## config.mk

```make
export PLATFORM = sky130hd
export DESIGN_NAME = swm_cell
export DESIGN_NICKNAME = d
export VERILOG_FILES = /design/src/hdl/sliding_window_median_macros.svh /design/src/hdl/swm_pkg.sv /design/src/hdl/swm_cell.sv
export SDC_FILE = /design/constraint.sdc
export NUM_CORES = 1
export LEC_CHECK = 0
export BUFFER_PORTS_ARGS = -buffer_cell sky130_fd_sc_hd__buf_2
export CORE_MARGIN = 2
export CORE_UTILIZATION = 40
export CTS_CLUSTER_DIAMETER = 80
export CTS_CLUSTER_SIZE = 12
export DETAILED_ROUTE_END_ITERATION = 6
export HOLD_SLACK_MARGIN = 0.05
export PLACE_DENSITY = 0.73
export SYNTH_ARGS = -nofsm -noshare
export SYNTH_HDL_FRONTEND = slang
export SYNTH_SLANG_ARGS = --single-unit
```

## constraint.sdc

```tcl
create_clock -name clk -period 3.8 [get_ports clk]
set_input_delay 0.57 -clock clk [delete_from_list [all_inputs] [get_ports clk]]
set_output_delay 0.57 -clock clk [all_outputs]
set_load 0.02 [all_outputs]
```

## src/hdl/sliding_window_median_macros.svh

```systemverilog
// assertion macros for the sliding window median block
// used by the rtl files that carry assertions; expects clk and rst_n in scope
`ifndef SLIDING_WINDOW_MEDIAN_MACROS_SVH
`define SLIDING_WINDOW_MEDIAN_MACROS_SVH
`ifndef SYNTHESIS
`define SWM_ASSERT(label, prop) \
    label: assert property (@(posedge clk) disable iff (!rst_n) (prop)) \
        else $error("swm assertion failed");
`define SWM_ASSERT_IMPL(label, ante, cons) \
    label: assert property (@(posedge clk) disable iff (!rst_n) (ante) |-> (cons)) \
        else $error("swm assertion failed");
`else
`define SWM_ASSERT(label, prop)
`define SWM_ASSERT_IMPL(label, ante, cons)
`endif
`endif

```

## src/hdl/swm_pkg.sv

```systemverilog
// shared types and constants of the sliding window median block
// no dependencies
`default_nettype none

package swm_pkg;

    localparam int WINDOW_MAX_DEF = 64;
    localparam int DATA_W         = 32;
    localparam int OUT_W          = 33;
    localparam int CFG_W          = 7;
    localparam int PADDR_W        = 3;
    localparam int PDATA_W        = 32;

    localparam logic [CFG_W-1:0] WINDOW_SIZE_RESET = 7'd3;

    // register index, taken from paddr[2]
    localparam logic REG_WINDOW_SIZE = 1'b0;

    typedef enum logic [1:0] {
        ST_IDLE,
        ST_SHIFT,
        ST_RESULT
    } swm_state_t;

    typedef enum logic [1:0] {
        OP_HOLD,
        OP_EVICT,
        OP_INSERT
    } swm_op_t;

    typedef struct packed {
        swm_op_t                   op;
        logic signed [DATA_W-1:0] sample;
    } swm_cell_ctrl_t;

endpackage

`default_nettype wire

```

## src/hdl/swm_cell.sv

```systemverilog
// one cell of the ordered window store: a value and its age
// depends on swm_pkg
`default_nettype none

module swm_cell #(
    parameter int IDX   = 0,
    parameter int AGE_W = 6,
    parameter int CNT_W = 7
) (
    input  wire                               clk,
    input  swm_pkg::swm_cell_ctrl_t           ctrl,
    input  wire        [CNT_W-1:0]            count,
    input  wire        [AGE_W-1:0]            oldest_age,
    input  wire        [AGE_W-1:0]            evict_pos,
    input  wire signed [swm_pkg::DATA_W-1:0]  left_value,
    input  wire        [AGE_W-1:0]            left_age,
    input  wire                               left_ins,
    input  wire signed [swm_pkg::DATA_W-1:0]  right_value,
    input  wire        [AGE_W-1:0]            right_age,
    output logic signed [swm_pkg::DATA_W-1:0] value,
    output logic       [AGE_W-1:0]            age,
    output logic                              ins,
    output logic                              hit
);
    import swm_pkg::*;

    logic signed [DATA_W-1:0] value_reg;
    logic signed [DATA_W-1:0] value_next;
    logic [AGE_W-1:0]         age_reg;
    logic [AGE_W-1:0]         age_next;
    logic                     in_use;

    assign in_use = CNT_W'(IDX) < count;
    assign ins    = in_use ? (ctrl.sample <= value_reg) : 1'b1;
    assign hit    = in_use && (age_reg == oldest_age);
    assign value  = value_reg;
    assign age    = age_reg;

    always_comb
    begin
        value_next = value_reg;
        age_next   = age_reg;
        case (ctrl.op)
            OP_EVICT:
            begin
                // close the gap left by the oldest word
                if (AGE_W'(IDX) >= evict_pos)
                begin
                    value_next = right_value;
                    age_next   = right_age;
                end
            end
            OP_INSERT:
            begin
                if (ins)
                begin
                    if (left_ins)
                    begin
                        value_next = left_value;
                        age_next   = left_age + AGE_W'(1);
                    end
                    else
                    begin
                        value_next = ctrl.sample;
                        age_next   = '0;
                    end
                end
                else
                begin
                    age_next = age_reg + AGE_W'(1);
                end
            end
            default:
            begin
                value_next = value_reg;
                age_next   = age_reg;
            end
        endcase
    end

    always_ff @(posedge clk)
    begin
        value_reg <= value_next;
        age_reg   <= age_next;
    end

endmodule

`default_nettype wire
```

==> results of run 1 <==
[metrics by stage]
| step | utilization, % | hold WS [ns] | std cells | instance area [sq um] |
|---|---|---|---|---|
| global route | 54.78 | 0.5587 | 610 | 4233 |
| finish | 54.78 | 0.5575 | 610 | 4233 |
| global placement | 53.76 | 0.7379 | 603 | 4154 |
| detailed placement | 53.76 | 0.7459 | 603 | 4154 |
| CTS | 54.78 | 0.5485 | 610 | 4233 |
| floorplan | - | 0.7571 | 341 | 3203 |
[cell families after synthesis]
| logic type | after synthesis |
|---|---|
| compound gates | 73 |
| flops | 38 |
| fa+ha+maj | 34 |
| mux | 32 |
| simple gates | 101 |
| xor+xnor | 15 |
| buf+inv | 48 |
[cell type report]
class                           count  area share (%)
Multi-Input combinational cell    255           44.43
Sequential cell                    38           26.96
Timing Repair Buffer              173           20.63
Inverter                           35           3.104
Tap cell                          102           3.015
Clock buffer                        5           1.626
Clock inverter                      2          0.2365
[synth_stat cells (all sizes together), types with 4 or more instances]
master,number
nand2,55
mux2i,32
clkbuf,10
nand4,7
nor4,6
inv,35
edfxtp,38
xor2,5
ha,34
xnor2,10
o21ai,39
nand3,14
nor2,9
o311ai,4
a21oi,16
[worst min-delay path, stage by stage]
cell and delay [ns]:
buf_2 0.07, nand2_1 0.03, o21ai_0 0.05
[routing by layer]
metal / vias to the layer above / wire, microns / GRT usage, %
met5: - / 0 / 0
met4: 0 / 31 / 3.309
met3: 2 / 669 / 3.707
met2: 119 / 4083 / 35.13
met1: 1300 / 3440 / 21.34
li1: 1560 / - / -
[power by group through the flow]
| stage | Sequential (uW) | Combinational (uW) | Clock [uW] |
|---|---|---|---|
| floorplan | 536 | 177 | 0 |
| global placement | 512 | 328 | 0 |
| detailed placement | 512 | 338 | 0 |
| CTS | 503 | 339 | 265 |
| global route | 506 | 375 | 277 |
| finish | 503 | 335 | 261 |
[path summary, 6_finish.rpt]
kind,start,to,slack [ns],depth (start not counted)
worst min register to register,age[0],age[0],0.75,1
worst min-delay path,right_value[24],value[24],0.56,3
worst max register to register,value[14],value[18],0.97,10
worst max-delay path,value[14],ins,0.70,9
==> flow_summary_export.csv, run 1 <==
group,metric,value,unit
outcome,status,"complete, no violations",
synth,syn-instance-count,341,
setup_path,arrival,2.53,ns
timing,fin_crit_sh,81.54,%
power_and_ir_drop,worst_ir_drop_vdd,0.1470,mV
timing,max_freq,0.3227,GHz
power_and_ir_drop,p_sw_share,30.58,%
clock_network,cts_tree,"done",
timing,rsz0062_at_grt,"no",
setup_path,endpoint_kind,"output pin",
die,ios,171,
timing,finalHoldViolations,0,
timing,worst_slack,0.7014,ns
clock_network,clockBufferDepth,2,
layout,nets,673,
setup_path,critPathMaxFanout,6,
power_and_ir_drop,p_int,762.4,uW
routing,drtIter0Drc,105,
timing,drv_slew,0,
die,rows,32,
synth,yosysWarnings,0,
timing,tightest_slew,1.086,ns
layout,multiInputGateArea,1881,sq um
synth,syn_nets,506,
layout,largest_reg_flops,32,
synth,netlist_top_cells_area,"edfxtp_1 (36%), ha_1 (13%), mux2i_1 (10%)",
routing,viasPerCell,4.887,
die,die_w,93.49,microns
setup_path,crit_slowest_cell,"nor4_4",
routing,ant_nets,0,
setup_path,crit_family,"compound AO/OA/AOI/OAI gates",
die,initial_utilization,41.45,%
timing,slew_headroom,27.60,%
power_and_ir_drop,pwr-share-seq,45.8,%
routing,drt_first_pass_iters,4,
clock_network,cts_max_level,2,
synth,avgSynthCellArea,9.393,sq um
routing,drc,0,
routing,routedWlPerCell,13.48,microns
clock_network,ctsResizeCount,0,
setup_path,critPathKind,"reg2out",
clock_network,clkTransAtPathRegs,0.08,ns
layout,final_cell_mix,"buf_2 (170), nand2_1 (55), edfxtp_1 (38)",
place,portBuffers,170,
grt,grt_pass1_vias,2827,
synth,synthXorXnorAreaFrac,4.102,%
clock_network,numClockSinks,38,
setup_path,path_cells,"inv_1, ha_1, nand4_2, nor4_4, o21ai_1, o211ai_2, a211oi_1, o21ai_2, buf_2",
synth,synth-simple-area-share,17.11,%
grt,grt.overflow.total,0,
run,maxCapViolCount,0,
setup_path,path_buf_inv,2,
power_and_ir_drop,power_density,259.5,nW/um^2
synth,synth_seq_cells,38,
grt,grt_max_degree,40,
setup_path,required,3.23,ns
power_and_ir_drop,clockPowerShare,23.7,%
layout,diodes,0,
layout,drive_gt1_share,39.17,%
layout,regArea,1141,sq um
synth,synth_area,3203,sq um
synth,synth_top_area_share,35.62,%
layout,layout_commonest_cell,"buf_2",
synth,yosysSeqAreaShare,35.62,%
die,fp.dieH,93.49,microns
synth,synth_ff_type,"edfxtp_1",
timing,fin_crit,3.099,ns
synth,synth_top_family_by_area,"simple AND/OR/NAND/NOR gates",
layout,syn2layout_area_growth,32.15,%
routing,wl,8.225,mm
power_and_ir_drop,leakage,0.002157,uW
clock_network,cts_root_buffer,"clkbuf_8",
place,place_ws,0.6441,ns
clock_network,numCtsBuffers,5,
power_and_ir_drop,p_comb_share,30.5,%
power_and_ir_drop,netSwitchingPower,335.9,uW
timing,tns,0,ns
setup_path,start_kind,"register",
routing,via_count,2981,
synth,muxShareOfSynthArea,10.00,%
synth,yosysTopAreaCell,"edfxtp_1",
place,gp_congestion,0.7510,
die,dieArea,8739,sq um
synth,synth-compound-area-share,14.14,%
clock_network,clkLatencyLatePin,0.28,ns
die,core-area,7727,sq um
grt,antenna_found_initial,0,
place,dp_hpwl,6.928,mm
setup_path,critPathMaxStageDelay,0.39,ns
clock_network,cts_setup_buffers,0,
synth,synth-adder-area-share,13.28,%
clock_network,cts_hold_buffers,0,
power_and_ir_drop,total_power,1098,uW
synth,synth_cell_type_count,45,
synth,async_flop_share,0,%
synth,synth_edf_count,38,
min_path,hp-class,"in2reg",
timing,finalSetupViolations,0,
grt,grt_pass1_wl,12.76,mm
layout,num-fill-cells,754,
timing,skew,0.007561,ns
grt,track_usage,18.45,%
No activity file was read; power rests on OpenSTA's default activity.
==> run 2: changes to the inputs <==
==> constraint.sdc (replaced) <==
create_clock -name clk -period 2.96 [get_ports clk]
set_input_delay 0.444 -clock clk [delete_from_list [all_inputs] [get_ports clk]]
set_output_delay 0.444 -clock clk [all_outputs]
set_load 0.02 [all_outputs]
==> run 2 against run 1 <==
Against the previous run: flip-flop and latch count stayed put; clock power increased by 27%; cell area grew 1.7%; critical path depth shrank 1; register-to-register slack lost 0.68 ns; clock skew down 0.0017 ns; via count up 3.3%; combinational power grew 32%; critical endpoint unchanged; highest routed layer unchanged.
==> flow_summary_export.csv, run 2 (same netlist as run 1, synthesis figures left out) <==
group,metric,value,unit
die,core-area,7727,sq um
setup_path,arrival,2.38,ns
setup_path,path_buf_inv,2,
power_and_ir_drop,power_density,329.6,nW/um^2
routing,wl,8.381,mm
setup_path,critPathMaxFanout,6,
min_path,hp-class,"in2reg",
setup_path,worst_r2r_startpoint,"value[19]",
power_and_ir_drop,p_int,990.5,uW
setup_path,critPathKind,"reg2out",
grt,grt_pass1_vias,2879,
setup_path,path_cells,"inv_1, ha_1, nand4_1, nor4_4, a31o_4, a211oi_1, o21ai_2, buf_6",
timing,finalSetupViolations,0,
timing,worst_slack,0.1375,ns
power_and_ir_drop,worst_ir_drop_vdd,0.1525,mV
die,fp.dieH,93.49,microns
routing,drt_first_pass_iters,4,
setup_path,timing.rr.end,"value[16]",
clock_network,clkTransAtPathRegs,0.07,ns
die,rows,32,
setup_path,endpoint,"ins",
setup_path,start_kind,"register",
routing,viasPerCell,5.015,
routing,ant_nets,0,
die,initial_utilization,41.45,%
layout,nets,677,
routing,drtIter0Drc,106,
power_and_ir_drop,total_power,1420,uW
setup_path,rr_worst_depth,9,
layout,final_cell_mix,"buf_2 (169), nand2_1 (55), edfxtp_1 (38)",
timing,max_freq,0.3543,GHz
grt,grt.overflow.total,0,
routing,via_count,3079,
layout,final_cells,614,
power_and_ir_drop,p_sw_share,30.22,%
setup_path,required,2.52,ns
power_and_ir_drop,leakage,0.002185,uW
place,place_inst,605,
grt,antenna_found_initial,0,
timing,tightest_slew,0.7296,ns
routing,drc,0,
setup_path,crit_slowest_cell,"nor4_4",
layout,largest_reg_flops,32,
place,portBuffers,170,
timing,slew_headroom,51.36,%
clock_network,cts_max_level,2,
grt,track_usage,18.61,%
layout,diodes,0,
layout,drive_gt1_share,39.65,%
place,gp_congestion,0.7938,
clock_network,clkLatencyLatePin,0.28,ns
clock_network,clockBufferDepth,2,
setup_path,crit_family,"compound AO/OA/AOI/OAI gates",
setup_path,r2r_slack,0.29,ns
place,place_ws,0.1003,ns
power_and_ir_drop,clockPowerShare,23.4,%
timing,skew,0.005839,ns
layout,syn2layout_area_growth,34.45,%
layout,layout_commonest_cell,"buf_2",
setup_path,startpoint,"value[19]",
place,dp_hpwl,7.027,mm
layout,num-fill-cells,696,
timing,fin_crit,2.823,ns
routing,routedWlPerCell,13.65,microns
power_and_ir_drop,netSwitchingPower,429.1,uW
outcome,status,"complete, no violations",
setup_path,endpoint_kind,"output pin",
timing,fin_hold_ws,0.4403,ns
setup_path,path_depth,8,
die,dieArea,8739,sq um
clock_network,numClockSinks,38,
power_and_ir_drop,p_comb_share,31.1,%
grt,grt_pass1_wl,12.95,mm
timing,tns,0,ns
run,maxCapViolCount,0,
die,die_w,93.49,microns
die,ios,171,
power_and_ir_drop,pwr-share-seq,45.5,%
clock_network,cts_tree,"done",
setup_path,critPathMaxStageDelay,0.40,ns
timing,finalHoldViolations,0,
clock_network,numCtsBuffers,5,
grt,grt_max_degree,42,
timing,drv_slew,0,
timing,fin_crit_sh,95.36,%
clock_network,cts_root_buffer,"clkbuf_8",
## run 2: changes by cell type in the layout (fill, tap and decap cells not counted), moves of 2 or more
cell | before | now
buf_4 | 3 | 5
buf_12 | 0 | 2
clkbuf_1 | 0 | 2
clkinv_2 | 2 | 0
## run 2: cell type report
| class | count | area [sq um] | share of cell area, % |
|---|---|---|---|
| clock buffers | 7 | 76.32 | 1.772 |
| inverters | 35 | 131.4 | 3.051 |
| flip-flops and latches | 38 | 1141 | 26.50 |
| well taps | 102 | 127.6 | 2.963 |
| repair buffers | 177 | 934.6 | 21.70 |
| multi-input cells | 255 | 1896 | 44.02 |
## run 2: power groups by stage
stage                     Combinational [uW]  Sequential, uW  Clock [uW]
final                                    441             647         332
after global routing                     492             650         360
after CTS                                441             647         338
after detailed placement                 440             659           0
after global placement                   426             658           0
after floorplan                          227             687           0
## run 2: per-layer routing
| layer | global-route usage, % | vias up | wire length (microns) |
|---|---|---|---|
| met5 | 0 | - | 0 |
| met3 | 3.626 | 4 | 708 |
| met1 | 22.69 | 1378 | 3438 |
| met4 | 3.799 | 0 | 48 |
| met2 | 33.93 | 132 | 4186 |
| li1 | - | 1565 | - |
## run 2: timing repair
| item | in CTS | in global routing |
|---|---|---|
| resized for setup | 0 | 4 |
| hold buffers | 0 | 0 |
| setup endpoints to repair | 0 | 1 |
| setup buffers | 0 | 2 |
## run 2: tightest hold or removal path, stage by stage
cell	delay, ns
buf_2	0.07
nand2_1	0.03
o21ai_0	0.06
## run 2: worst min path at each step
| stage | end | depth (start not counted) | slack [ns] | startpoint |
|---|---|---|---|---|
| 5_1_grt | value[19] | 3 | 0.44 | right_value[19] |
| 4_1_cts | value[16] | 3 | 0.43 | right_value[16] |
| 3_3_place_gp | value[28] | 3 | 0.72 | right_value[28] |
| 2_1_floorplan | value[0] | 2 | 0.63 | right_value[0] |
| 3_5_place_dp | value[16] | 3 | 0.72 | right_value[16] |
| 6_report | value[3] | 3 | 0.44 | right_value[3] |
## run 2: metrics by stage
step	instance area [sq um]	utilization [%]
after global placement	4195	54.29
after floorplan	3204	-
final	4307	55.73
after detailed placement	4195	54.29
after global routing	4307	55.73
after CTS	4272	55.28
